--- config.mk ---
export PLATFORM = sky130hd
export DESIGN_NAME = mutex_with_fifo_waiter_queue
export DESIGN_NICKNAME = d
export VERILOG_FILES = /design/src/rtl/mfq_pkg.sv /design/src/rtl/mfq_ram.sv /design/src/rtl/mfq_ctrl.sv /design/src/rtl/mfq_dpath.sv /design/src/rtl/mutex_with_fifo_waiter_queue.sv
export SDC_FILE = /design/constraint.sdc
export NUM_CORES = 1
export LEC_CHECK = 0
export ABC_AREA = 0
export BUFFER_PORTS_ARGS = -buffer_cell sky130_fd_sc_hd__buf_2
export CELL_PAD_IN_SITES_DETAIL_PLACEMENT = 1
export CELL_PAD_IN_SITES_GLOBAL_PLACEMENT = 1
export CORE_ASPECT_RATIO = 1.2
export CORE_MARGIN = 2
export CORE_UTILIZATION = 55
export DETAILED_ROUTE_END_ITERATION = 7
export PLACE_DENSITY_LB_ADDON = 0.1
export RECOVER_POWER = 50
export SLEW_MARGIN = 10
export SYNTH_ARGS = -nofsm -noshare
export SYNTH_HDL_FRONTEND = slang
export SYNTH_SLANG_ARGS = --single-unit
--- constraint.sdc ---
create_clock -name i_clk -period 3.2 [get_ports i_clk]
set_clock_uncertainty 0.05 [all_clocks]
set_input_delay 0.16 -clock i_clk [delete_from_list [all_inputs] [get_ports i_clk]]
set_output_delay 0.16 -clock i_clk [all_outputs]
set_load 0.02 [all_outputs]
--- src/rtl/mfq_pkg.sv ---
package mfq_pkg;

    // Function codes of an input transaction.
    localparam logic FUNC_ACQUIRE = 1'b0;
    localparam logic FUNC_RELEASE = 1'b1;

    // Controller states.
    typedef enum logic [2:0] {
        ST_IDLE,
        ST_EXEC,
        ST_LINK_SELF,
        ST_POP,
        ST_FIN
    } t_state;

    // Work that follows the execute step.
    typedef enum logic [1:0] {
        PATH_DONE,
        PATH_APPEND,
        PATH_POP
    } t_path;

    // Commands from the controller to the datapath.
    typedef struct packed {
        logic capture;
        logic exec;
        logic self_clear;
        logic pop;
        logic finish;
    } t_cmd;

    // Status from the datapath to the controller.
    typedef struct packed {
        t_path path;
        logic  out_free;
    } t_status;

endpackage

--- src/rtl/mfq_ram.sv ---
module mfq_ram #(
    parameter int WIDTH = 8,
    parameter int DEPTH = 64
) (
    input  logic                     i_clk,
    input  logic                     i_we,
    input  logic [$clog2(DEPTH)-1:0] i_waddr,
    input  logic [WIDTH-1:0]         i_wdata,
    input  logic [$clog2(DEPTH)-1:0] i_raddr,
    output logic [WIDTH-1:0]         o_rdata
);

    logic [WIDTH-1:0] r_mem [DEPTH];
    logic [WIDTH-1:0] r_rdata;

    // One write port and one registered read port; a read in the cycle of a
    // write to the same address returns the old data.
    always_ff @(posedge i_clk) begin
        if (i_we) begin
            r_mem[i_waddr] <= i_wdata;
        end
        r_rdata <= r_mem[i_raddr];
    end

    assign o_rdata = r_rdata;

endmodule

--- src/rtl/mfq_ctrl.sv ---
module mfq_ctrl (
    input  logic             i_clk,
    input  logic             i_rst_n,
    input  logic             i_valid,
    output logic             o_ready,
    input  mfq_pkg::t_status i_status,
    output mfq_pkg::t_cmd    o_cmd
);

    mfq_pkg::t_state r_state;
    mfq_pkg::t_state n_state;

    // State register.
    always_ff @(posedge i_clk) begin
        if (!i_rst_n) begin
            r_state <= mfq_pkg::ST_IDLE;
        end else begin
            r_state <= n_state;
        end
    end

    // Next state and commands.
    always_comb begin
        n_state = r_state;
        o_cmd   = '0;
        o_ready = 1'b0;
        unique case (r_state)
            mfq_pkg::ST_IDLE: begin
                // A new transaction is taken even while the previous result
                // still sits in the output register.
                o_ready = 1'b1;
                if (i_valid) begin
                    o_cmd.capture = 1'b1;
                    n_state       = mfq_pkg::ST_EXEC;
                end
            end
            mfq_pkg::ST_EXEC: begin
                o_cmd.exec = 1'b1;
                unique case (i_status.path)
                    mfq_pkg::PATH_APPEND: n_state = mfq_pkg::ST_LINK_SELF;
                    mfq_pkg::PATH_POP:    n_state = mfq_pkg::ST_POP;
                    default:              n_state = mfq_pkg::ST_FIN;
                endcase
            end
            mfq_pkg::ST_LINK_SELF: begin
                o_cmd.self_clear = 1'b1;
                n_state          = mfq_pkg::ST_FIN;
            end
            mfq_pkg::ST_POP: begin
                o_cmd.pop = 1'b1;
                n_state   = mfq_pkg::ST_FIN;
            end
            mfq_pkg::ST_FIN: begin
                if (i_status.out_free) begin
                    o_cmd.finish = 1'b1;
                    n_state      = mfq_pkg::ST_IDLE;
                end
            end
            default: begin
                n_state = mfq_pkg::ST_IDLE;
            end
        endcase
    end

endmodule

--- src/rtl/mfq_dpath.sv ---
module mfq_dpath #(
    parameter int SLOTS = 64
) (
    input  logic             i_clk,
    input  logic             i_rst_n,
    input  mfq_pkg::t_cmd    i_cmd,
    output mfq_pkg::t_status o_status,
    input  logic             i_func,
    input  logic [5:0]       i_requester,
    input  logic [30:0]      i_owner_id,
    input  logic             i_ready,
    output logic             o_valid,
    output logic             o_granted,
    output logic             o_queued,
    output logic             o_wake_valid,
    output logic [5:0]       o_wake_slot
);

    // Link values run from 0 to SLOTS; SLOTS itself marks an empty link.
    localparam int LW = $clog2(SLOTS + 1);
    localparam int AW = $clog2(SLOTS);
    localparam int CW = ((LW > 6) ? LW : 6) + 1;
    localparam logic [LW-1:0] LINK_NONE = LW'(SLOTS);

    // Captured transaction.
    logic        r_func;
    logic [5:0]  r_req;
    logic [30:0] r_oid;

    // Mutex state.
    logic          r_lock_held;
    logic [30:0]   r_owner_pid;
    logic [LW-1:0] r_head;
    logic [LW-1:0] r_tail;

    // Pending result and output register.
    logic       r_res_granted;
    logic       r_res_queued;
    logic       r_res_wake_valid;
    logic [5:0] r_res_wake_slot;
    logic       r_out_valid;
    logic       r_out_granted;
    logic       r_out_queued;
    logic       r_out_wake_valid;
    logic [5:0] r_out_wake_slot;

    // Link memory port signals.
    logic          ram_we;
    logic [AW-1:0] ram_waddr;
    logic [LW-1:0] ram_wdata;
    logic [LW-1:0] ram_rdata;

    logic head_empty;
    logic tail_empty;
    logic req_in_range;
    logic next_empty;

    assign head_empty   = (r_head >= LINK_NONE);
    assign tail_empty   = (r_tail >= LINK_NONE);
    assign req_in_range = (CW'(r_req) < CW'(SLOTS));
    assign next_empty   = (ram_rdata >= LINK_NONE);

    // Decide the work that follows the execute step, and report whether the
    // output register can take a result.
    always_comb begin
        o_status.out_free = !r_out_valid || i_ready;
        if (r_func == mfq_pkg::FUNC_ACQUIRE) begin
            if (r_lock_held && req_in_range) begin
                o_status.path = mfq_pkg::PATH_APPEND;
            end else begin
                o_status.path = mfq_pkg::PATH_DONE;
            end
        end else if (!head_empty) begin
            o_status.path = mfq_pkg::PATH_POP;
        end else begin
            o_status.path = mfq_pkg::PATH_DONE;
        end
    end

    // Link memory writes: the old tail's link on an append, then the new
    // tail's own link; the popped head's link on a pop. The memory is not
    // cleared after reset, since a slot's link is always written when the
    // slot is appended, before the slot can become the head and be read.
    always_comb begin
        ram_we    = 1'b0;
        ram_waddr = AW'(r_req);
        ram_wdata = LINK_NONE;
        if (i_cmd.exec && (o_status.path == mfq_pkg::PATH_APPEND)
            && !head_empty && !tail_empty) begin
            ram_we    = 1'b1;
            ram_waddr = r_tail[AW-1:0];
            ram_wdata = LW'(r_req);
        end else if (i_cmd.self_clear) begin
            ram_we    = 1'b1;
            ram_waddr = AW'(r_req);
            ram_wdata = LINK_NONE;
        end else if (i_cmd.pop) begin
            ram_we    = 1'b1;
            ram_waddr = r_head[AW-1:0];
            ram_wdata = LINK_NONE;
        end
    end

    // The read port always looks at the head's link, so the next waiter is
    // ready in the cycle after the execute step.
    mfq_ram #(
        .WIDTH (LW),
        .DEPTH (SLOTS)
    ) u_link_ram (
        .i_clk   (i_clk),
        .i_we    (ram_we),
        .i_waddr (ram_waddr),
        .i_wdata (ram_wdata),
        .i_raddr (r_head[AW-1:0]),
        .o_rdata (ram_rdata)
    );

    // Transaction capture.
    always_ff @(posedge i_clk) begin
        if (i_cmd.capture) begin
            r_func <= i_func;
            r_req  <= i_requester;
            r_oid  <= i_owner_id;
        end
    end

    // Lock, owner, head and tail.
    always_ff @(posedge i_clk) begin
        if (!i_rst_n) begin
            r_lock_held <= 1'b0;
            r_owner_pid <= '0;
            r_head      <= LINK_NONE;
            r_tail      <= LINK_NONE;
        end else if (i_cmd.exec) begin
            if (r_func == mfq_pkg::FUNC_ACQUIRE) begin
                if (!r_lock_held) begin
                    r_lock_held <= 1'b1;
                    r_owner_pid <= r_oid;
                end else if (req_in_range) begin
                    if (head_empty) begin
                        r_head <= LW'(r_req);
                    end
                    r_tail <= LW'(r_req);
                end
            end else begin
                r_lock_held <= 1'b0;
                r_owner_pid <= '0;
            end
        end else if (i_cmd.pop) begin
            r_head <= ram_rdata;
            if (next_empty) begin
                r_tail <= LINK_NONE;
            end
        end
    end

    // Pending result.
    always_ff @(posedge i_clk) begin
        if (i_cmd.exec) begin
            r_res_granted    <= (r_func == mfq_pkg::FUNC_ACQUIRE) && !r_lock_held;
            r_res_queued     <= (r_func == mfq_pkg::FUNC_ACQUIRE) && r_lock_held
                                && req_in_range;
            r_res_wake_valid <= 1'b0;
            r_res_wake_slot  <= '0;
        end else if (i_cmd.pop) begin
            r_res_wake_valid <= 1'b1;
            r_res_wake_slot  <= 6'(r_head);
        end
    end

    // Output register.
    always_ff @(posedge i_clk) begin
        if (!i_rst_n) begin
            r_out_valid <= 1'b0;
        end else if (i_cmd.finish) begin
            r_out_valid <= 1'b1;
        end else if (i_ready) begin
            r_out_valid <= 1'b0;
        end
    end

    always_ff @(posedge i_clk) begin
        if (i_cmd.finish) begin
            r_out_granted    <= r_res_granted;
            r_out_queued     <= r_res_queued;
            r_out_wake_valid <= r_res_wake_valid;
            r_out_wake_slot  <= r_res_wake_slot;
        end
    end

    assign o_valid      = r_out_valid;
    assign o_granted    = r_out_granted;
    assign o_queued     = r_out_queued;
    assign o_wake_valid = r_out_wake_valid;
    assign o_wake_slot  = r_out_wake_slot;

endmodule

--- src/rtl/mutex_with_fifo_waiter_queue.sv ---
// Steps per transaction: acceptance in idle, an execute step, one link or
// pop step for a queued acquire or a wakeup, and a finish that loads the
// output register and sets o_valid; the finish waits while an untaken result
// sits there, and the next transaction is taken only after the finish.
// Reset (i_rst_n low, synchronous) frees the lock, empties the queue and the
// output register; no clearing pass, a transaction is taken right after reset.
module mutex_with_fifo_waiter_queue #(
    parameter int SLOTS = 64
) (
    input  logic        i_clk,
    input  logic        i_rst_n,
    input  logic        i_valid,
    output logic        o_ready,
    input  logic        i_func,
    input  logic [5:0]  i_requester,
    input  logic [30:0] i_owner_id,
    output logic        o_valid,
    input  logic        i_ready,
    output logic        o_granted,
    output logic        o_queued,
    output logic        o_wake_valid,
    output logic [5:0]  o_wake_slot
);

    mfq_pkg::t_cmd    cmd;
    mfq_pkg::t_status status;

    // Sequencer.
    mfq_ctrl u_ctrl (
        .i_clk    (i_clk),
        .i_rst_n  (i_rst_n),
        .i_valid  (i_valid),
        .o_ready  (o_ready),
        .i_status (status),
        .o_cmd    (cmd)
    );

    // Lock state, waiter list and result registers.
    mfq_dpath #(
        .SLOTS (SLOTS)
    ) u_dpath (
        .i_clk        (i_clk),
        .i_rst_n      (i_rst_n),
        .i_cmd        (cmd),
        .o_status     (status),
        .i_func       (i_func),
        .i_requester  (i_requester),
        .i_owner_id   (i_owner_id),
        .i_ready      (i_ready),
        .o_valid      (o_valid),
        .o_granted    (o_granted),
        .o_queued     (o_queued),
        .o_wake_valid (o_wake_valid),
        .o_wake_slot  (o_wake_slot)
    );

endmodule

## Word-level counts from Yosys, hierarchy flattened

Memories as Yosys holds them, arrays and structs flattened. A register that Yosys moved wholly into a read port is not among the register bits.
Cells that the tools add are included.
W data, S select, Z words.

- Bits in registers: 44
- Memory bits (writable): 448
- Output and inout bits: 11
- Logic and storage cells: 86
- Memories: 1

Memories:

| memory | words | bits a word | read ports | clocked after Yosys merged registers in | wr ports | line | source |
|---|---|---|---|---|---|---|---|
| u_dpath.u_link_ram.r_mem | 64 | 7 | 1 | 1 | 1 | mfq_ram.sv:13 | `logic [WIDTH-1:0] r_mem [DEPTH];` |

- $lt $le $gt $ge: 3
- Equal/unequal tests: 11
- Mux-type cells: 37
- Bitwise operators: 1
- Reduce and logical (&&, ||, !) cells: 18

Operators with widths:

| cell | count |
|---|---|
| $mux W7 | 11 |
| $ge A7 B7 Y1 const B | 3 |
| $mux W6 | 3 |
| $mux W1 | 17 |
| $pmux W3 S4 | 1 |
| $ne A2 B2 Y1 const B | 5 |
| $reduce_and A4 Y1 | 2 |
| $eq A3 B2 Y1 const B | 2 |
| $mux W3 | 2 |
| $pmux W3 S2 | 1 |
| $reduce_bool A2 Y1 | 3 |
| $logic_and A1 B1 Y1 | 5 |
| $logic_not A1 Y1 | 4 |
| $mux W2 | 2 |
| $eq A3 B1 Y1 const B | 1 |
| $eq A3 B3 Y1 const B | 1 |
| $logic_not A3 Y1 | 1 |
| $eq A2 B1 Y1 const B | 1 |
| $eq A2 B2 Y1 const B | 1 |
| $reduce_and A2 Y1 | 1 |
| $reduce_or A2 Y1 | 1 |
| $logic_or A1 B1 Y1 | 1 |
| $not A1 Y1 | 1 |

## Logic depth before layout (Yosys ltp)

Gate-level depths: netlist of run 1.

- Word-level depth: 10
- Depth in mapped cells: 10
- Gate-level depth less buffers: 8

## Modules after synthesis

A second synthesis of run 1 with hierarchy kept.

- Cells, all modules: 983
- Area, all modules: 19540.0 sq um

Modules (own cells, without submodules):

| module | times used | cells each | area an instance (sq um) | sequential area each (sq um) |
|---|---|---|---|---|
| mfq_ram | 1 | 827 | 17635.7 | 13593.0 |
| mfq_dpath | 1 | 134 | 1716.6 | 1001.0 |
| mfq_ctrl | 1 | 22 | 187.7 | 60.1 |

## Least setup slack after synthesis of run 1

No wires, ideal clock.

- Path type: register to register
- Start point: register u_ctrl.r_state[1]
- End point: memory u_dpath.u_link_ram.r_mem[33][0] in the netlist's numbering (enable)
- Setup time: 360 ps
- Data arrival time: 2147 ps
- Data required time: 2790 ps
- Setup slack: 643 ps
- Stages on the path, launching flop included: 11
- Path buffers: 2
- Period minus slack after synthesis: 2557 ps
- Path through: dfxtp_1 > buf_2 > nor2_4 > nand2_4 > inv_2 > and3_4 > inv_2 > buf_6 > mux2i_4 > nand4_4 > nor2_1

- Cells in the longest elaborated chain, start to end: 8
- Elaborated cells between the ends (all ways): 17
- Those cells by class: eq/ne (3); mux (11); reduce/logical (3)

Ends and longest elaborated chain:

| what | line | source |
|---|---|---|
| start: declaration | mfq_ctrl.sv:10 | `mfq_pkg::t_state r_state;` |
| start signal: assignment | mfq_ctrl.sv:16 | `r_state <= mfq_pkg::ST_IDLE;` |
| start signal: assignment | mfq_ctrl.sv:18 | `r_state <= n_state;` |
| $eq A3 B1 Y1 | mfq_ctrl.sv:27 | `unique case (r_state)` |
| $mux W1 | mfq_ctrl.sv:27 |  |
| $logic_and A1 B1 Y1 | mfq_dpath.sv:88 | `if (i_cmd.exec && (o_status.path == mfq_pkg::PATH_APPEND)` |
| $logic_and A1 B1 Y1 (2 in a row) | mfq_dpath.sv:89 | `&& !head_empty && !tail_empty) begin` |
| $mux W1 | mfq_dpath.sv:88 |  |
| $mux W1 | mfq_ram.sv:19 | `if (i_we) begin` |
| $mux W1 (implied by the code) | mfq_ram.sv:20 | `r_mem[i_waddr] <= i_wdata;` |
| end: declaration | mfq_ram.sv:13 |  |

Parallel ways exist; a longest one is shown, timed or not.

## Worst setup path in the final report of run 1

- Start point: register u_dpath.r_func
- End point: memory u_dpath.u_link_ram.r_mem[44][1] in the netlist's numbering (data pin)

- Cells in the longest elaborated chain, start to end: 6

Ends and longest elaborated chain:

| what | line | source |
|---|---|---|
| start: declaration | mfq_dpath.sv:26 | `logic r_func;` |
| start signal: assignment | mfq_dpath.sv:121 | `r_func <= i_func;` |
| $mux W2 | mfq_dpath.sv:67 | `if (r_func == mfq_pkg::FUNC_ACQUIRE) begin` |
| $eq A2 B1 Y1 | mfq_dpath.sv:88 |  |
| $logic_and A1 B1 Y1 | mfq_dpath.sv:88 |  |
| $logic_and A1 B1 Y1 (2 in a row) | mfq_dpath.sv:89 |  |
| $mux W7 | mfq_dpath.sv:88 |  |
| via u_dpath.ram_wdata[1] | mfq_dpath.sv:50 | `logic [LW-1:0] ram_wdata;` |

The timed path passes the listed nets, and every way through them passes these cells.

==> run_results.csv, run 1 <==
group,metric,value,unit
pwr,ir_worst_vdd,0.460,mV
synthesis,yosysWarnings,0,
route,drt_pre_antenna_iters,5,
sta,timing.setup.tns,0,ps
global_routing,grt_max_degree,50,
global_routing,grt_pass1_wl,71.0,mm
die,rows,76,
pwr,p_per_area,576,nW/um^2
global_routing,antenna_found_initial,0,
synthesis,synth_seq_area_share,0.739,
finish,final_common_cell,"edfxtp_1",
setup_path,crit_arrival,3270,ps
route,vias,10100,
setup_path,end_kind,"flip-flop",
synthesis,synth_top_area_cell,"edfxtp_1",
sta,fin_hold_ws,274,ps
route,wirelength,47.7,mm
route,post-route-drc-count,0,
setup_path,max_stage_delay,950,ps
sta,rsz0062_at_grt,"no",
synthesis,synthSimpleGateAreaFrac,0.0517,
synthesis,synth_area_leaders,"edfxtp_1, mux4_2, dfxtp_1, nor2_1, mux2i_1",
setup_path,worst-path-max-fanout,44,
place,place_inst,1545,
setup_path,critical_path_class,"reg2reg",
synthesis,ys.flop_type,"edfxtp_1",
sta,slew_headroom,-0.152,
place,dpl_cell_area,21100,um^2
sta,tightest_slew,1730,ps
place,gp_congestion,0.861,
place,port_buffers,21,
setup_path,crit_chain,"nor2b_1 -> and3_4 -> and2_0 -> clkbuf_4",
synthesis,yosys.area_share.adder,0,
sta,setup-violations-final,0,
flow_run,cap_violations,4,
synthesis,synth_top_area_frac,0.705,
clock_network,insertion_delay,570,ps
synthesis,synth_compound_area_frac,0.0339,
die,fp.dieW,177,um
sta,final-hold-violation-count,0,
synthesis,muxShareOfSynthArea,0.155,
sta,fmax,0.329,GHz
synthesis,synth_seq_cells,499,
synthesis,synth_top_family_by_area,"multiplexers",
clock_network,cts_resized,0,
pwr,p_leak,6.29,nW
finish,final_core_util,0.634,
global_routing,grt_use_total,0.264,
finish,area_growth,14.2,%
clock_network,cts_inserted_buffers,49,
setup_path,critPathSlowestCell,"and2_0",
synthesis,syn_area,19800,um^2
hold_path,hold_class,"in2reg",
setup_path,required,3440,ps
finish,finalNonFillerCells,1646,
setup_path,start_kind,"flip-flop",
die,ios,53,
sta,drv_slew,132,
clock_network,path_clk_slew,60,ps
finish,nets,1180,
clock_network,clock-sinks,499,
synthesis,syn_inst,1004,
finish,design_area,22700,um^2
outcome,violations,"max-capacitance violations, max-slew violations",
global_routing,grt_overflow,0,
route,drt_iter0_drc,888,
synthesis,synth_cell_type_count,56,
synthesis,async_flop_share,0,
die,die_area,37600,um^2
setup_path,critPathTopFamily,"simple AND/OR/NAND/NOR gates",
finish,drive_gt1_frac,0.271,
global_routing,grt_pass1_vias,11000,
die,start_util,0.555,
place,hpwl,31.0,mm
sta,fin_crit,3040,ps
finish,fillers,3002,
synthesis,synth-edff-count,466,
setup_path,cp_num_buf_inv,1,
clock_network,clockRootBuffer,"clkbuf_16",
synthesis,synth-xor-area-share,0,
synthesis,avgSynthCellArea,19.8,um^2
sta,period_share,0.949,
route,via_per_inst,6.14,
outcome,outcome,"finished with violations",
die,core_region_area,35800,um^2
clock_network,cts_buffer_depth,3,
die,die_h,212,um
finish,final_cell_mix,"edfxtp_1, mux4_2, nor2_1",
clock_network,cts_tree,"built",
finish,antennaDiodeCount,0,
synthesis,synth_fp_nets,1046,
route,drtAntennaViolNets,0,
clock_network,cts.htree.levels,2,
route,post_drt_wl_per_cell,29.0,um
## kinds of logic (layout without fill, tap and decap cells)
logic type | Yosys count | count (layout)
AOI/OAI and AO/OA | 85 | 85
buffers and inverters | 56 | 230
DFF | 499 | 499
muxes | 159 | 159
and+or+nand+nor | 205 | 205
## through the flow
step,worst slack (ps),power (mW)
final,162,13.0
after global routing,89.8,13.3
after CTS,217,13.1
after detailed placement,281,7.46
after global placement,391,7.45
after floorplan,643,7.37
## worst paths after layout
check             slack [ps]                                   endpoint  cells past startpoint                       startpoint
setup / recovery         160  u_dpath.u_link_ram.r_mem[44][1]$_DFFE_PP_                      4         u_dpath.r_func$_DFFE_PP_
hold / removal           270                 u_dpath.r_req[3]$_DFFE_PP_                      2                   i_requester[3]
setup reg to reg         160  u_dpath.u_link_ram.r_mem[44][1]$_DFFE_PP_                      4         u_dpath.r_func$_DFFE_PP_
hold reg to reg          380                u_dpath.o_granted$_DFFE_PP_                      0  u_dpath.r_res_granted$_DFFE_PN_
## cell usage after synthesis, types with 2 or more instances
cell / instances
a2111oi_2: 3
a21oi_1: 15
a22o_1: 12
dfxtp_1: 33
mux4_2: 102
a31oi_1: 2
nand3_1: 6
and2_1: 13
inv_1: 3
nand3_2: 5
mux4_1: 10
o21ai_0: 2
buf_2: 20
inv_2: 2
a211oi_1: 15
nand4_1: 8
o22ai_1: 9
or2_2: 2
and3_1: 4
buf_12: 2
o221ai_1: 6
a21o_1: 4
a22oi_1: 5
edfxtp_1: 466
buf_6: 12
mux2i_4: 3
mux2i_1: 31
o31ai_2: 3
nor3_1: 6
clkbuf_1: 6
nand4_4: 2
mux2_2: 13
nor2b_1: 15
nand2b_1: 8
buf_4: 9
nand2_1: 37
nor2_1: 90
nor4_1: 2
## metal layers
layer / vias to the layer above / track usage / routed length [um]
li1: 4364 / - / -
met1: 5352 / 0.339 / 18900
met2: 278 / 0.455 / 24800
met3: 109 / 0.0370 / 2100
met4: 0 / 0.113 / 1990
met5: - / 0 / 0
## final cells by class
type | instances | area (um^2) | area share
clock buffer | 58 | 1300 | 0.0575
inverter | 5 | 18.8 | 0.000828
clock inverter | 33 | 292 | 0.0129
multi-input combinational | 449 | 4780 | 0.211
sequential | 499 | 14700 | 0.647
timing repair buffer | 134 | 1020 | 0.0449
tap | 468 | 586 | 0.0258
## registers in the layout, indices dropped and copies added (netlist names)
name,flops
u_ctrl.r_state,3
u_dpath.o_granted,1
u_dpath.o_queued,1
u_dpath.o_valid,1
u_dpath.o_wake_slot,6
u_dpath.o_wake_valid,1
u_dpath.r_func,1
u_dpath.r_head,7
u_dpath.r_lock_held,1
u_dpath.r_req,6
u_dpath.r_res_granted,1
u_dpath.r_res_queued,1
u_dpath.r_res_wake_slot,6
u_dpath.r_res_wake_valid,1
u_dpath.r_tail,7
u_dpath.u_link_ram.o_rdata,7
u_dpath.u_link_ram.r_mem,448
## power by group
part | total, mW | switching [mW] | leakage (nW) | internal [mW]
clock | 5.72 | 2.41 | 0.791 | 3.31
combinational | 0.253 | 0.159 | 1.65 | 0.0938
sequential | 7.07 | 0.0254 | 3.85 | 7.05
## repair_timing
action,CTS,global route
setup buffers,0,0
endpoints found under the hold margin,11,0
hold buffers,10,0
Power figures use the tool's default switching activity.
==> inputs of run 2 (changes only) <==
- CORE_UTILIZATION: 55 -> 49
- clock period: 3.2 -> 2.7 ns (I/O delays scaled with it)
==> run_results.csv, run 2 (synthesis gave the netlist of run 1 again) <==
group,metric,value,unit
global_routing,grt_use_total,0.233,
place,hpwl,31.0,mm
outcome,outcome,"completed",
finish,drive_gt1_frac,0.287,
sta,fmax,0.383,GHz
sta,period_share,0.967,
setup_path,worst-path-max-fanout,9,
hold_path,hold_depth,2,
global_routing,grt_pass1_vias,10600,
sta,fin_crit,2610,ps
die,rows,80,
sta,final.setup.worst_slack,89.4,ps
setup_path,crit_chain,"buf_4 -> nand3b_1 -> buf_4 -> mux2_2 -> o31ai_2 -> nand2_2 -> nor2_1 -> buf_4",
clock_network,path_clk_slew,60,ps
sta,slew_headroom,0.243,
finish,antennaDiodeCount,0,
pwr,p_per_area,672,nW/um^2
route,wirelength,47.8,mm
global_routing,grt_pass1_wl,70.7,mm
pwr,p_leak,6.37,nW
setup_path,end_kind,"flip-flop",
route,post_drt_wl_per_cell,27.7,um
sta,drv_slew,0,
global_routing,grt_overflow,0,
clock_network,clock-sinks,499,
pwr,clockPowerShare,0.435,
route,drtAntennaViolNets,0,
clock_network,cts_tree,"built",
die,start_util,0.498,
clock_network,cts.htree.levels,2,
pwr,pwr-share-seq,0.545,
route,via_per_inst,5.86,
setup_path,max_stage_delay,410,ps
finish,multi_input_area,4800,um^2
place,port_buffers,21,
setup_path,cp_num_buf_inv,3,
setup_path,required,2950,ps
die,die_area,42100,um^2
finish,fillers,3542,
sta,tightest_slew,1130,ps
finish,largest_reg_flops,448,
pwr,swShare,0.199,
finish,regMostFlops,"u_dpath.u_link_ram.r_mem",
hold_path,hold_class,"in2reg",
die,die_h,224,um
clock_network,insertion_delay,590,ps
setup_path,crit_cells,8,
sta,final-hold-violation-count,0,
pwr,p_int,12.3,mW
setup_path,crit_top_cell,"buf_4",
finish,final_common_cell,"edfxtp_1",
setup_path,critPathSlowestCell,"o31ai_2",
route,post-route-drc-count,0,
clock_network,clockRootBuffer,"clkbuf_16",
route,drt_pre_antenna_iters,5,
pwr,p_comb_frac,0.020,
finish,area_growth,15.4,%
finish,regArea,14700,um^2
flow_run,cap_violations,0,
place,gp_congestion,0.828,
die,ios,53,
clock_network,cts_inserted_buffers,50,
sta,setup-violations-final,0,
finish,final_core_util,0.575,
finish,final_cell_mix,"edfxtp_1, mux4_2, buf_4",
sta,rsz0062_at_grt,"yes",
pwr,ir_worst_vdd,0.620,mV
route,vias,10100,
place,dpl_worst_slack,-10.6,ps
setup_path,critical_path_class,"reg2reg",
die,fp.dieW,188,um
setup_path,critPathTopFamily,"simple AND/OR/NAND/NOR gates",
setup_path,crit_arrival,2860,ps
setup_path,ff2ff_path_depth,8,
finish,nets,1197,
global_routing,antenna_found_initial,1,
pwr,p_switching,3.06,mW
global_routing,grt_max_degree,65,
pwr,total_power,15.4,mW
die,core_region_area,39800,um^2
setup_path,start_kind,"flip-flop",
clock_network,cts_buffer_depth,3,
route,drt_iter0_drc,833,
==> run 2: what timing repair did <==
action | CTS | global route
endpoints found under the hold margin | 12 | 0
hold buffers | 10 | 0
setup endpoints to repair | 7 | 185
buffers inserted | 0 | 0
gates resized for setup | 1 | 5
==> run 2: path summary, 6_finish.rpt <==
kind                                                 startpoint                                        end  slack, ps
worst max-delay path             u_ctrl.r_state[1]$_SDFFE_PN0P_  u_dpath.u_link_ram.r_mem[17][0]$_DFFE_PP_         90
worst max register to register   u_ctrl.r_state[1]$_SDFFE_PN0P_  u_dpath.u_link_ram.r_mem[17][0]$_DFFE_PP_         90
worst min-delay path                                     i_func                   u_dpath.r_func$_DFFE_PP_        220
worst min register to register  u_dpath.r_res_granted$_DFFE_PN_                u_dpath.o_granted$_DFFE_PP_        370
==> run 2: cell type report <==
cell class / instances / area share
inverters: 5 / 0.000929
clock buffers: 64 / 0.0597
multi-input cells: 449 / 0.210
repair buffers: 150 / 0.0509
flip-flops and latches: 499 / 0.641
clock inverters: 24 / 0.00875
well taps: 533 / 0.0291
==> run 2: routing by layer <==
metal,vias to the layer above,track usage,share of wire
met2,261,0.380,0.49
met4,0,0.0759,0.029
li1,4393,-,-
met1,5374,0.323,0.43
met3,77,0.0407,0.051
met5,-,0,0
==> run 2: power groups by stage <==
stage	Combinational (mW)	Sequential, mW	Clock, mW
2_1_floorplan	0.207	8.53	0
3_3_place_gp	0.287	8.55	0
3_5_place_dp	0.291	8.55	0
4_1_cts	0.303	8.39	6.84
5_1_grt	0.322	8.39	7.08
6_report	0.301	8.39	6.69
==> run 2: worst reg2reg max path: stages, from the launching register on <==
cell,delay [ps]
dfxtp_1,330
buf_4,170
nand3b_1,80
buf_4,200
mux2_2,390
o31ai_2,410
nand2_2,290
nor2_1,220
buf_4,190
==> run 2: stage by stage <==
stage | TNS (ps) | std cells | hold WS (ps) | area, um^2
finish | 0 | 1724 | 220 | 22900
global route | -3670 | 1724 | 203 | 22900
CTS | 0 | 1724 | 190 | 22900
detailed placement | -73.3 | 1626 | 264 | 21300
global placement | 0 | 1626 | 267 | 21300
floorplan | 0 | 1004 | 157 | 19800
==> inputs of run 3 (changes only) <==
- CORE_UTILIZATION: 49 -> 51
- CTS_BUF_LIST: not set -> sky130_fd_sc_hd__clkbuf_8
==> run_results.csv, run 3 (synthesis gave the netlist of run 1 again) <==
group,metric,value,unit
sta,final-hold-violation-count,0,
finish,final_core_util,0.594,
finish,nets,1244,
setup_path,worst-path-max-fanout,13,
sta,final.setup.worst_slack,44.9,ps
clock_network,path_clk_slew,60,ps
global_routing,grt_overflow,0,
outcome,outcome,"completed",
route,wirelength,47.6,mm
die,fp.dieW,184,um
finish,antennaDiodeCount,0,
finish,finalNonFillerCells,1751,
setup_path,crit_chain,"nor2_4 -> nand2_4 -> inv_2 -> and3_4 -> inv_4 -> mux2i_4 -> nand3_2 -> nor2_1 -> buf_4",
setup_path,rr_startpoint,"u_ctrl.r_state[1]$_SDFFE_PN0P_",
setup_path,critPathTopFamily,"simple AND/OR/NAND/NOR gates",
die,start_util,0.515,
die,die_area,40500,um^2
hold_path,min_from,"i_requester[0]",
global_routing,grt_pass1_vias,11000,
finish,largest_reg_flops,448,
sta,fin_crit,2660,ps
die,ios,53,
finish,drive_gt1_frac,0.318,
setup_path,cp_num_buf_inv,3,
global_routing,grt_use_total,0.245,
setup_path,critPathLaunch,"u_ctrl.r_state[1]$_SDFFE_PN0P_",
setup_path,required,2980,ps
sta,slew_headroom,0.389,
place,dpl_worst_slack,-62.0,ps
die,rows,79,
sta,tightest_slew,917,ps
clock_network,cts_inserted_buffers,79,
finish,area_growth,15.5,%
route,drtAntennaViolNets,0,
pwr,ir_worst_vdd,0.366,mV
finish,regMostFlops,"u_dpath.u_link_ram.r_mem",
hold_path,hold_class,"in2reg",
setup_path,critPathSlowestCell,"dfxtp_1",
route,via_per_inst,5.85,
sta,period_share,0.983,
clock_network,cts_tree,"built",
clock_network,clock-sinks,499,
place,gp_congestion,0.800,
global_routing,grt_max_degree,49,
route,post-route-drc-count,0,
clock_network,insertion_delay,640,ps
die,core_region_area,38500,um^2
place,place_inst,1595,
pwr,p_per_area,644,nW/um^2
setup_path,crit_arrival,2940,ps
clock_network,cts_buffer_depth,3,
finish,final_common_cell,"edfxtp_1",
global_routing,antenna_found_initial,0,
setup_path,start_kind,"flip-flop",
route,drt_iter0_drc,837,
sta,drv_slew,0,
clock_network,clockRootBuffer,"clkbuf_8",
sta,fmax,0.377,GHz
pwr,p_leak,6.58,nW
route,post_drt_wl_per_cell,27.2,um
route,vias,10300,
sta,fin_hold_ws,170,ps
finish,fillers,3408,
route,drt_pre_antenna_iters,4,
die,die_h,220,um
setup_path,max_stage_delay,450,ps
global_routing,grt_pass1_wl,70.7,mm
clock_network,cts.htree.levels,3,
place,port_buffers,21,
setup_path,end_kind,"flip-flop",
sta,setup-violations-final,0,
place,hpwl,31.2,mm
setup_path,critical_path_class,"reg2reg",
finish,final_cell_mix,"edfxtp_1, buf_4, mux4_2",
flow_run,cap_violations,0,
sta,rsz0062_at_grt,"yes",
-- run 3: changes by cell type in the layout (fill, tap and decap cells not counted), sizes merged --
cell / previous run / this run
clkinv: 16 / 25
inv: 6 / 34
clkbuf: 89 / 108
buf: 115 / 133
-- run 3: worst paths after layout --
path | endpoint | slack (ps) | cells past startpoint
worst min-delay path | u_dpath.r_req[0]$_DFFE_PP_ | 170 | 2
worst max-delay path | u_dpath.u_link_ram.r_mem[6][3]$_DFFE_PP_ | 40 | 9
worst min register to register | u_dpath.o_wake_slot[2]$_DFFE_PP_ | 390 | 0
worst max register to register | u_dpath.u_link_ram.r_mem[6][3]$_DFFE_PP_ | 40 | 9
-- run 3: through the flow --
stage	setup TNS [ps]	total power, mW	cell area (um^2)
final	0	14.8	22900
after global routing	-1150	15.3	22900
after CTS	-2420	14.9	22900
after detailed placement	-1880	8.85	21300
after global placement	0	8.84	21300
after floorplan	0	8.74	19800
-- run 3: report_power, final --
group | total (mW) | leakage, nW | internal [mW] | switching (mW)
clock network | 6.06 | 0.865 | 3.15 | 2.91
registers | 8.39 | 3.85 | 8.36 | 0.0316
logic | 0.313 | 1.87 | 0.124 | 0.190
total | 14.8 | 6.58 | 11.6 | 3.13
-- run 3: area by class of cell --
cell class / instances / area, um^2 / share of cell area
tap: 486 / 608 / 0.0265
inverter: 5 / 21.3 / 0.000929
multi-input combinational: 449 / 4810 / 0.210
sequential: 499 / 14700 / 0.640
timing repair buffer: 168 / 1310 / 0.0572
clock buffer: 83 / 1140 / 0.0499
clock inverter: 61 / 345 / 0.0151
-- run 3: repair_timing --
| action | CTS | global route |
|---|---|---|
| gates resized for setup | 1 | 6 |
| setup endpoints to repair | 115 | 320 |
| buffers inserted | 0 | 2 |
| pin swaps | 0 | 1 |
| hold endpoints to repair | 24 | 0 |
| hold buffers | 10 | 0 |
-- run 3: per-layer routing --
layer | share of wire | up-vias | GRT usage
li1 | - | 4514 | -
met1 | 0.44 | 5398 | 0.336
met2 | 0.49 | 273 | 0.403
met3 | 0.042 | 66 | 0.0392
met4 | 0.022 | 0 | 0.0867
met5 | 0 | - | 0
